**config.mk**
```make
export PLATFORM = sky130hd
export DESIGN_NAME = midpoint_line_rasterizer
export DESIGN_NICKNAME = d
export VERILOG_FILES = /design/src/rtl/core/mlr_pkg.sv /design/src/rtl/core/mlr_queue.sv /design/src/rtl/core/mlr_front.sv /design/src/rtl/core/mlr_back.sv /design/src/rtl/core/midpoint_line_rasterizer.sv
export SDC_FILE = /design/constraint.sdc
export NUM_CORES = 1
export LEC_CHECK = 0
export BUFFER_PORTS_ARGS = -buffer_cell sky130_fd_sc_hd__buf_2
export CORE_ASPECT_RATIO = 0.6
export CORE_MARGIN = 4
export CORE_UTILIZATION = 40
export CTS_BUF_LIST = sky130_fd_sc_hd__clkbuf_8
export DETAILED_ROUTE_END_ITERATION = 7
export PLACE_DENSITY = 0.62
export SYNTH_ARGS = -nofsm -noshare
export SYNTH_HDL_FRONTEND = slang
export SYNTH_SLANG_ARGS = --single-unit
```
**constraint.sdc**
```tcl
create_clock -name i_clk -period 18.1 [get_ports i_clk]
set_input_delay 2.715 -clock i_clk [delete_from_list [all_inputs] [get_ports i_clk]]
set_output_delay 2.715 -clock i_clk [all_outputs]
set_load 0.01 [all_outputs]
```
**src/rtl/core/mlr_pkg.sv**
```systemverilog
package mlr_pkg;

    localparam int CoordBits = 12;
    localparam int DecBits   = CoordBits + 3;

    typedef logic [CoordBits-1:0]      t_coord;
    typedef logic signed [DecBits-1:0] t_dec;
    typedef logic [2:0]                t_octant;
    typedef logic                      t_kind;

    localparam t_kind KIND_LOAD = 1'b0;
    localparam t_kind KIND_STEP = 1'b1;

    localparam t_octant OCT_X_POS_Y_POS_SHALLOW = 3'd0;
    localparam t_octant OCT_Y_POS_X_POS_STEEP   = 3'd1;
    localparam t_octant OCT_Y_POS_X_NEG_STEEP   = 3'd2;
    localparam t_octant OCT_X_NEG_Y_POS_SHALLOW = 3'd3;
    localparam t_octant OCT_X_NEG_Y_NEG_SHALLOW = 3'd4;
    localparam t_octant OCT_Y_NEG_X_NEG_STEEP   = 3'd5;
    localparam t_octant OCT_Y_NEG_X_POS_STEEP   = 3'd6;
    localparam t_octant OCT_X_POS_Y_NEG_SHALLOW = 3'd7;

    // Per-octant properties, bit n belongs to octant n
    localparam logic [7:0] OctMajorY   = 8'b0110_0110;
    localparam logic [7:0] OctMajorPos = 8'b1000_0111;
    localparam logic [7:0] OctMinorPos = 8'b0100_1011;
    localparam logic [7:0] OctTestGt   = 8'b1010_1000;

    typedef struct packed {
        t_kind  kind;
        t_coord x_start;
        t_coord y_start;
        t_coord x_end;
        t_coord y_end;
    } t_in_item;

    typedef struct packed {
        t_coord pixel_x;
        t_coord pixel_y;
        logic   last;
    } t_out_item;

    // Classified command passed from the front end to the stepper
    typedef struct packed {
        t_kind   kind;
        t_coord  x_start;
        t_coord  y_start;
        t_octant octant;
        t_coord  major_end;
        t_dec    decision;
        t_dec    inc_minor_step;
        t_dec    inc_major_only;
    } t_cmd;

endpackage

```
**src/rtl/core/mlr_queue.sv**
```systemverilog
module mlr_queue #(
    parameter int WIDTH = 8,
    parameter int DEPTH = 4
) (
    input  logic             i_clk,
    input  logic             i_rst_n,
    input  logic             i_push,
    input  logic [WIDTH-1:0] i_data,
    output logic             o_full,
    input  logic             i_pop,
    output logic [WIDTH-1:0] o_data,
    output logic             o_empty
);

    localparam int PtrBits = (DEPTH > 1) ? $clog2(DEPTH) : 1;
    localparam int CntBits = $clog2(DEPTH + 1);

    logic [WIDTH-1:0]   r_mem [DEPTH];
    logic [PtrBits-1:0] r_wr_ptr, n_wr_ptr;
    logic [PtrBits-1:0] r_rd_ptr, n_rd_ptr;
    logic [CntBits-1:0] r_count, n_count;
    logic               wr_en;
    logic               rd_en;

    assign o_full  = (r_count == CntBits'(DEPTH));
    assign o_empty = (r_count == '0);
    assign wr_en   = i_push && !o_full;
    assign rd_en   = i_pop && !o_empty;
    assign o_data  = r_mem[r_rd_ptr];

    always_comb begin
        n_wr_ptr = r_wr_ptr;
        n_rd_ptr = r_rd_ptr;
        if (wr_en) begin
            n_wr_ptr = (r_wr_ptr == PtrBits'(DEPTH - 1)) ? '0 : r_wr_ptr + 1'b1;
        end
        if (rd_en) begin
            n_rd_ptr = (r_rd_ptr == PtrBits'(DEPTH - 1)) ? '0 : r_rd_ptr + 1'b1;
        end
        n_count = r_count + CntBits'(wr_en) - CntBits'(rd_en);
    end

    always_ff @(posedge i_clk) begin
        if (!i_rst_n) begin
            r_wr_ptr <= '0;
            r_rd_ptr <= '0;
            r_count  <= '0;
        end else begin
            r_wr_ptr <= n_wr_ptr;
            r_rd_ptr <= n_rd_ptr;
            r_count  <= n_count;
        end
    end

    always_ff @(posedge i_clk) begin
        if (wr_en) begin
            r_mem[r_wr_ptr] <= i_data;
        end
    end

endmodule

```
**src/rtl/core/mlr_front.sv**
```systemverilog
module mlr_front (
    input  logic              i_clk,
    input  logic              i_rst_n,
    input  logic              i_push,
    input  mlr_pkg::t_in_item i_data,
    output logic              o_full,
    output logic              o_cmd_valid,
    output mlr_pkg::t_cmd     o_cmd,
    input  logic              i_cmd_full
);
    import mlr_pkg::*;

    localparam int DiffBits = CoordBits + 1;

    logic                       r_valid, n_valid;
    t_cmd                       r_cmd, n_cmd;
    t_cmd                       setup;
    logic                       take;
    logic signed [DiffBits-1:0] dx, dy;
    t_coord                     adx, ady;
    logic                       steep, xpos, ypos;
    t_dec                       dx_e, dy_e, dx2, dy2;

    assign o_full      = r_valid && i_cmd_full;
    assign take        = i_push && !o_full;
    assign o_cmd_valid = r_valid;
    assign o_cmd       = r_cmd;

    // Classify the line and work out the initial decision terms
    always_comb begin
        dx    = $signed({1'b0, i_data.x_end}) - $signed({1'b0, i_data.x_start});
        dy    = $signed({1'b0, i_data.y_end}) - $signed({1'b0, i_data.y_start});
        adx   = dx[DiffBits-1] ? CoordBits'(-dx) : dx[CoordBits-1:0];
        ady   = dy[DiffBits-1] ? CoordBits'(-dy) : dy[CoordBits-1:0];
        steep = ady > adx;
        xpos  = !dx[DiffBits-1] && (dx != '0);
        ypos  = !dy[DiffBits-1] && (dy != '0);
        dx_e  = DecBits'(dx);
        dy_e  = DecBits'(dy);
        dx2   = dx_e <<< 1;
        dy2   = dy_e <<< 1;

        setup         = '0;
        setup.kind    = i_data.kind;
        setup.x_start = i_data.x_start;
        setup.y_start = i_data.y_start;
        if (!steep) begin
            setup.major_end = i_data.x_end;
            if (xpos && ypos) begin
                setup.octant         = OCT_X_POS_Y_POS_SHALLOW;
                setup.decision       = dx_e - dy2;
                setup.inc_minor_step = dx2 - dy2;
                setup.inc_major_only = -dy2;
            end else if (xpos) begin
                setup.octant         = OCT_X_POS_Y_NEG_SHALLOW;
                setup.decision       = -dx_e - dy2;
                setup.inc_minor_step = -dx2 - dy2;
                setup.inc_major_only = -dy2;
            end else if (ypos) begin
                setup.octant         = OCT_X_NEG_Y_POS_SHALLOW;
                setup.decision       = dx_e + dy2;
                setup.inc_minor_step = dx2 + dy2;
                setup.inc_major_only = dy2;
            end else begin
                setup.octant         = OCT_X_NEG_Y_NEG_SHALLOW;
                setup.decision       = -dx_e + dy2;
                setup.inc_minor_step = -dx2 + dy2;
                setup.inc_major_only = dy2;
            end
        end else begin
            setup.major_end = i_data.y_end;
            if (xpos && ypos) begin
                setup.octant         = OCT_Y_POS_X_POS_STEEP;
                setup.decision       = dy_e - dx2;
                setup.inc_minor_step = dy2 - dx2;
                setup.inc_major_only = -dx2;
            end else if (xpos) begin
                setup.octant         = OCT_Y_NEG_X_POS_STEEP;
                setup.decision       = -dx2 - dy_e;
                setup.inc_minor_step = -dx2 - dy2;
                setup.inc_major_only = -dx2;
            end else if (ypos) begin
                setup.octant         = OCT_Y_POS_X_NEG_STEEP;
                setup.decision       = dx2 + dy_e;
                setup.inc_minor_step = dx2 + dy2;
                setup.inc_major_only = dx2;
            end else begin
                setup.octant         = OCT_Y_NEG_X_NEG_STEEP;
                setup.decision       = -dx2 + dy_e;
                setup.inc_minor_step = -dx2 + dy2;
                setup.inc_major_only = -dx2;
            end
        end
    end

    always_comb begin
        n_valid = r_valid;
        n_cmd   = r_cmd;
        if (take) begin
            n_valid = 1'b1;
            n_cmd   = setup;
        end else if (r_valid && !i_cmd_full) begin
            n_valid = 1'b0;
        end
    end

    always_ff @(posedge i_clk) begin
        if (!i_rst_n) begin
            r_valid <= 1'b0;
        end else begin
            r_valid <= n_valid;
        end
    end

    always_ff @(posedge i_clk) begin
        r_cmd <= n_cmd;
    end

endmodule

```
**src/rtl/core/mlr_back.sv**
```systemverilog
module mlr_back (
    input  logic               i_clk,
    input  logic               i_rst_n,
    input  logic               i_cmd_valid,
    input  mlr_pkg::t_cmd      i_cmd,
    output logic               o_cmd_pop,
    input  logic               i_out_full,
    output logic               o_out_push,
    output mlr_pkg::t_out_item o_out_item
);
    import mlr_pkg::*;

    t_coord  r_cursor_x, n_cursor_x;
    t_coord  r_cursor_y, n_cursor_y;
    t_dec    r_decision, n_decision;
    t_coord  r_major_end, n_major_end;
    t_octant r_octant, n_octant;
    t_dec    r_inc_minor, n_inc_minor;
    t_dec    r_inc_major, n_inc_major;
    logic    r_active, n_active;

    logic    is_step;
    logic    emits;
    logic    go;
    logic    major_y;
    logic    is_last;
    logic    minor_moves;
    t_coord  major;

    assign is_step     = (i_cmd.kind == KIND_STEP);
    assign emits       = is_step && r_active;
    assign go          = i_cmd_valid && (!emits || !i_out_full);
    assign o_cmd_pop   = go;
    assign o_out_push  = go && emits;

    assign major_y     = OctMajorY[r_octant];
    assign major       = major_y ? r_cursor_y : r_cursor_x;
    assign is_last     = (major == r_major_end);
    assign minor_moves = OctTestGt[r_octant]
                       ? (!r_decision[DecBits-1] && (r_decision != '0))
                       : r_decision[DecBits-1];

    assign o_out_item.pixel_x = r_cursor_x;
    assign o_out_item.pixel_y = r_cursor_y;
    assign o_out_item.last    = is_last;

    always_comb begin
        n_cursor_x  = r_cursor_x;
        n_cursor_y  = r_cursor_y;
        n_decision  = r_decision;
        n_major_end = r_major_end;
        n_octant    = r_octant;
        n_inc_minor = r_inc_minor;
        n_inc_major = r_inc_major;
        n_active    = r_active;
        if (go && !is_step) begin
            n_cursor_x  = i_cmd.x_start;
            n_cursor_y  = i_cmd.y_start;
            n_decision  = i_cmd.decision;
            n_major_end = i_cmd.major_end;
            n_octant    = i_cmd.octant;
            n_inc_minor = i_cmd.inc_minor_step;
            n_inc_major = i_cmd.inc_major_only;
            n_active    = 1'b1;
        end else if (go && emits) begin
            // advance the minor axis on a passing decision, the major axis always
            if (minor_moves) begin
                n_decision = r_decision + r_inc_minor;
                if (major_y) begin
                    n_cursor_x = OctMinorPos[r_octant] ? r_cursor_x + 1'b1
                                                       : r_cursor_x - 1'b1;
                end else begin
                    n_cursor_y = OctMinorPos[r_octant] ? r_cursor_y + 1'b1
                                                       : r_cursor_y - 1'b1;
                end
            end else begin
                n_decision = r_decision + r_inc_major;
            end
            if (major_y) begin
                n_cursor_y = OctMajorPos[r_octant] ? r_cursor_y + 1'b1
                                                   : r_cursor_y - 1'b1;
            end else begin
                n_cursor_x = OctMajorPos[r_octant] ? r_cursor_x + 1'b1
                                                   : r_cursor_x - 1'b1;
            end
            if (is_last) begin
                n_active = 1'b0;
            end
        end
    end

    always_ff @(posedge i_clk) begin
        if (!i_rst_n) begin
            r_cursor_x  <= '0;
            r_cursor_y  <= '0;
            r_decision  <= '0;
            r_major_end <= '0;
            r_octant    <= '0;
            r_inc_minor <= '0;
            r_inc_major <= '0;
            r_active    <= 1'b0;
        end else begin
            r_cursor_x  <= n_cursor_x;
            r_cursor_y  <= n_cursor_y;
            r_decision  <= n_decision;
            r_major_end <= n_major_end;
            r_octant    <= n_octant;
            r_inc_minor <= n_inc_minor;
            r_inc_major <= n_inc_major;
            r_active    <= n_active;
        end
    end

endmodule

```
**src/rtl/core/midpoint_line_rasterizer.sv**
```systemverilog
// Midpoint line rasterizer, all eight octants.
// Input channel: push/full with i_data. kind 0 loads a line from its start
// and end points and gives no pixel; kind 1 asks for the next pixel of the
// loaded line. A step with no line in progress is dropped.
// Output channel: empty/pop with o_data, carrying pixel_x, pixel_y and last;
// last marks the end pixel, after which the line is finished.
// Path: a step transaction passes the setup register and the command queue;
// the stepper pushes its pixel into the result queue, where it waits for pop.
// Throughput: one transaction per cycle on both sides while no queue is full;
// each pixel needs a single add on the decision value and one compare in the
// stepper. A QUEUE_DEPTH command queue separates setup from stepping, and a
// two-entry result queue absorbs output stalls. When pop stays low the result
// queue fills, the stepper holds, the command queue fills and full rises.
// Reset clears the queues and the line state: no line is loaded.
module midpoint_line_rasterizer #(
    parameter int QUEUE_DEPTH = 4
) (
    input  logic               i_clk,
    input  logic               i_rst_n,
    input  logic               push,
    output logic               full,
    input  mlr_pkg::t_in_item  i_data,
    output logic               empty,
    input  logic               pop,
    output mlr_pkg::t_out_item o_data
);
    import mlr_pkg::*;

    localparam int OutDepth = 2;

    logic      front_valid;
    t_cmd      front_cmd;
    logic      cmdq_full;
    logic      cmdq_empty;
    t_cmd      cmdq_head;
    logic      cmd_pop;
    logic      outq_full;
    logic      out_push;
    t_out_item out_item;

    mlr_front u_front (
        .i_clk       (i_clk),
        .i_rst_n     (i_rst_n),
        .i_push      (push),
        .i_data      (i_data),
        .o_full      (full),
        .o_cmd_valid (front_valid),
        .o_cmd       (front_cmd),
        .i_cmd_full  (cmdq_full)
    );

    mlr_queue #(
        .WIDTH ($bits(t_cmd)),
        .DEPTH (QUEUE_DEPTH)
    ) u_cmd_queue (
        .i_clk   (i_clk),
        .i_rst_n (i_rst_n),
        .i_push  (front_valid),
        .i_data  (front_cmd),
        .o_full  (cmdq_full),
        .i_pop   (cmd_pop),
        .o_data  (cmdq_head),
        .o_empty (cmdq_empty)
    );

    mlr_back u_back (
        .i_clk       (i_clk),
        .i_rst_n     (i_rst_n),
        .i_cmd_valid (!cmdq_empty),
        .i_cmd       (cmdq_head),
        .o_cmd_pop   (cmd_pop),
        .i_out_full  (outq_full),
        .o_out_push  (out_push),
        .o_out_item  (out_item)
    );

    mlr_queue #(
        .WIDTH ($bits(t_out_item)),
        .DEPTH (OutDepth)
    ) u_out_queue (
        .i_clk   (i_clk),
        .i_rst_n (i_rst_n),
        .i_push  (out_push),
        .i_data  (out_item),
        .o_full  (outq_full),
        .i_pop   (pop),
        .o_data  (o_data),
        .o_empty (empty)
    );

endmodule
```
==> results.md <==
* CP startpoint kind: input pin
* Vias in the first global route at ~22000
* CTS Root Cell: clkbuf_8
* Synthesized cell area at approximately 32000 sq um
* FP Rows at 80
* Hold wc startpoint: u_back.r_inc_major[4]$_SDFFE_PN0P_
* Routed wire per std cell at roughly 26 um
* First-pass GRT wire length at about 150000 um
* Sequential area share after synthesis at 0.4970
* Period utilization at 0.5399
* Vias at 23980
* Final #Nets at 3183
* Achievable frequency at 102.3 MHz
* Post-synthesis cell count at ~2800
* Port bufs at 79
* Die Width at 374.3 um
* Fraction of layout instances using a drive strength above 1 at 0.1352
* Final GP Congestion at roughly 1
* Total setup buffers inserted after CTS at 0
* Clock buffer count from CTS at 81
* Clock buffer depth at 3
* Most common library cells after synthesis: 465 x edfxtp_1, 255 x nand2_1, 219 x ha_1
* Max Transition Viols Final at 0
* Final setup violation count at 0
* Area Overhead vs Synth at 9.841%
* Total inserted antenna cells at 0
* FF-to-FF End: u_back.r_decision[13]$_SDFFE_PN0P_
* GRT Total Usage at 0.2343
* Endpoint class of the critical path: flop
* Pwr per Cell Area at about 160 nW/um^2
* RSZ-0062 raised after global routing: false
* CTS Hold Bufs at 0
* Syn_nets at a little over 3000
* Die Y at roughly 230 um
* Top cell type's share of synthesized area at 0.4336
* Post_cts resized at 0
* R2r setup slk at between 10 and 15 ns
* Multiplexer area fraction after synthesis at 0.08454
* Crit path kind: in2reg
* Hold depth at 2
* Headroom to the max-slew limit at 0.07112
* Worst-Margin Slew at 1.393 ns
* Post-synth EDFFs at 465
* CP max FO at 24
* Final Skew at 0.05116 ns
* Worst path required time at 18.53 ns
* Synth Register Bits at 567
* Leakage at 13.02 nW
* Worst Reg-to-Reg Cells at 20
* Antenna violations before repair at 3
* Critical Path AT at 10.20 ns
* Post-synth top flop: edfxtp_1
* Post-route ant nets at 0
* Xor/xnor share of the synthesized area at 0.04922
* Synth Area in Adders at 0.09503
* Setup tns final at 0 ns
* Async S/R FF share, synth at 0
* Pin count of the biggest net entering global routing at slightly below 80
* Max VDD drop at 0.07199 mV
* CTS tree: built
* Leading area contributor after synthesis: edfxtp_1
* Outcome: finished clean
* Syn avg cell area at 11.41 sq um
* R2r startpoint: u_back.r_decision[0]$_SDFFE_PN0P_
* Largest family of logic cells by synthesized area: compound AO/OA/AOI/OAI gates
* H-tree depth at 3
* Initial core utilization at 0.4042
* TritonRoute pass-1 iters at 5
* Vias/cell at 5.959
* Clock-pin slew on the worst setup and hold paths at 0.07 ns
* Ranking of synthesized cells by area: edfxtp_1 43%, ha_1 8.5%, dfxtp_1 6.3%
* Core area at 79680 sq um
* Post-DP HPWL at 75740 um
* DR DRC count at 0
* Die Area at 85270 sq um
* CTS sink count at 567
* Hold path endpoint: u_back.r_inc_major[4]$_SDFFE_PN0P_
* Simple-Gate Fraction of Synth Area at 0.1078
* GR Overflow Total at 0
* Hold Worst Slack at 0.4583 ns
* Top-level I/O count at 80
* Distinct cell type count after synthesis at 89
* Min-delay worst type: reg2reg
* Final wirelength at 103300 um
* Fin. Hold Viols at 0
* DRT iter0 DRCs at 3179
* Max-Cap Viols at 0
* Synth warn at 0
* Period minus WS final at 9.773 ns
* Most common cell in the netlist: edfxtp_1
* Worst-Skew Late Latency at between 0.7 and 0.8 ns
* Synth Area in Compound Gates at 0.1345
per-layer routing:
metal  part of all wire  GRT usage  vias up
met5                  0          0        -
li1                   -          -    10680
met1               0.49     0.3886    11890
met2               0.38     0.2984     1294
met3               0.11    0.06200      118
met4              0.015    0.04555        0
cells by family (layout without fill, tap and decap cells):
group | count (synthesis) | after routing
buf+inv | 264 | 400
flops | 567 | 567
compound gates | 664 | 664
xor+xnor | 181 | 181
simple gates | 749 | 749
fa+ha+maj | 235 | 235
mux | 162 | 162
sequential cells by signal, summed over array words and instances, names as in the netlist, 3 cells and up, named ones only:
signal / count
u_back.r_major_end: 12
u_cmd_queue.r_mem: 332
u_back.r_decision: 15
u_back.r_cursor_y: 12
u_back.r_inc_minor: 14
u_out_queue.r_mem: 50
u_back.r_cursor_x: 12
u_front.o_cmd: 83
u_cmd_queue.r_count: 3
u_back.r_inc_major: 14
u_back.r_octant: 3
critical path, stage by stage:
cell and delay, ns:
buf_2 0.18, inv_1 0.07, ha_1 0.26, nor2b_1 0.16, o2111a_1 0.31, or4_1 0.45
a22oi_1 0.53, nor4bb_1 0.70, nand4b_2 0.16, buf_4 0.27, nand2_1 0.11, buf_4 0.30
inv_2 0.36, o21ai_0 0.45, ha_1 0.29, inv_1 0.07, fa_1 0.40, nor2b_1 0.14
o21a_1 0.14, o21ai_0 0.19, a211oi_1 0.52, or4_1 0.19, a21oi_1 0.06, a2111oi_0 0.80
a21oi_1 0.07, o21ai_0 0.25
power breakdown:
part / switching [mW] / internal, mW
sequential: 0.243 / 1.75
clock: 0.513 / 0.508
combinational: 1.66 / 0.958
layout by cell type, fill, tap and decap left out, types with 41 or more instances in the layout:
cell type,Yosys,layout
xnor2_1,129,129
a21oi_1,212,212
clkbuf_8,0,87
a211oi_1,41,41
o21ai_0,112,112
nand2_1,255,255
buf_2,13,79
xor2_1,52,52
inv_1,124,157
mux4_2,84,84
edfxtp_1,465,465
nor2_1,202,200
buf_4,2,45
nand3_1,41,41
dfxtp_1,102,100
nor3_1,63,63
ha_1,219,218
stage by stage:
stage,cell area (sq um),worst slack (ns),util,power (mW),instances
detailed placement,33790,7.966,0.4240,4.551,3878
finish,35380,8.327,0.4440,5.628,4024
global route,35380,8.103,0.4440,5.928,4024
CTS,35380,8.759,0.4440,5.585,4024
global placement,33790,8.147,0.4240,4.514,3878
floorplan,32210,10.01,-,3.633,2822
how the worst max path moves through the flow:
stage	start	endpoint	cells past startpoint
final	i_data[25]	u_front.o_cmd[41]$_DFFE_PP_	26
after global routing	i_data[12]	u_front.o_cmd[28]$_DFFE_PP_	24
after CTS	i_data[12]	u_front.o_cmd[28]$_DFFE_PP_	25
after detailed placement	i_data[12]	u_front.o_cmd[28]$_DFFE_PP_	25
after global placement	i_data[25]	u_front.o_cmd[41]$_DFFE_PP_	26
after floorplan	i_data[12]	u_front.o_cmd[25]$_DFFE_PP_	23
cell type report:
type                            count  area (sq um)
Fill cell                        7452         44300
Sequential cell                   567         16010
Multi-Input combinational cell   1991         15220
Tap cell                         1066          1334
Clock buffer                       87          1197
Timing Repair Buffer              124         733.2
Inverter                          130         488.0
Clock inverter                     59         391.6
Power figures use the tool's default switching activity.
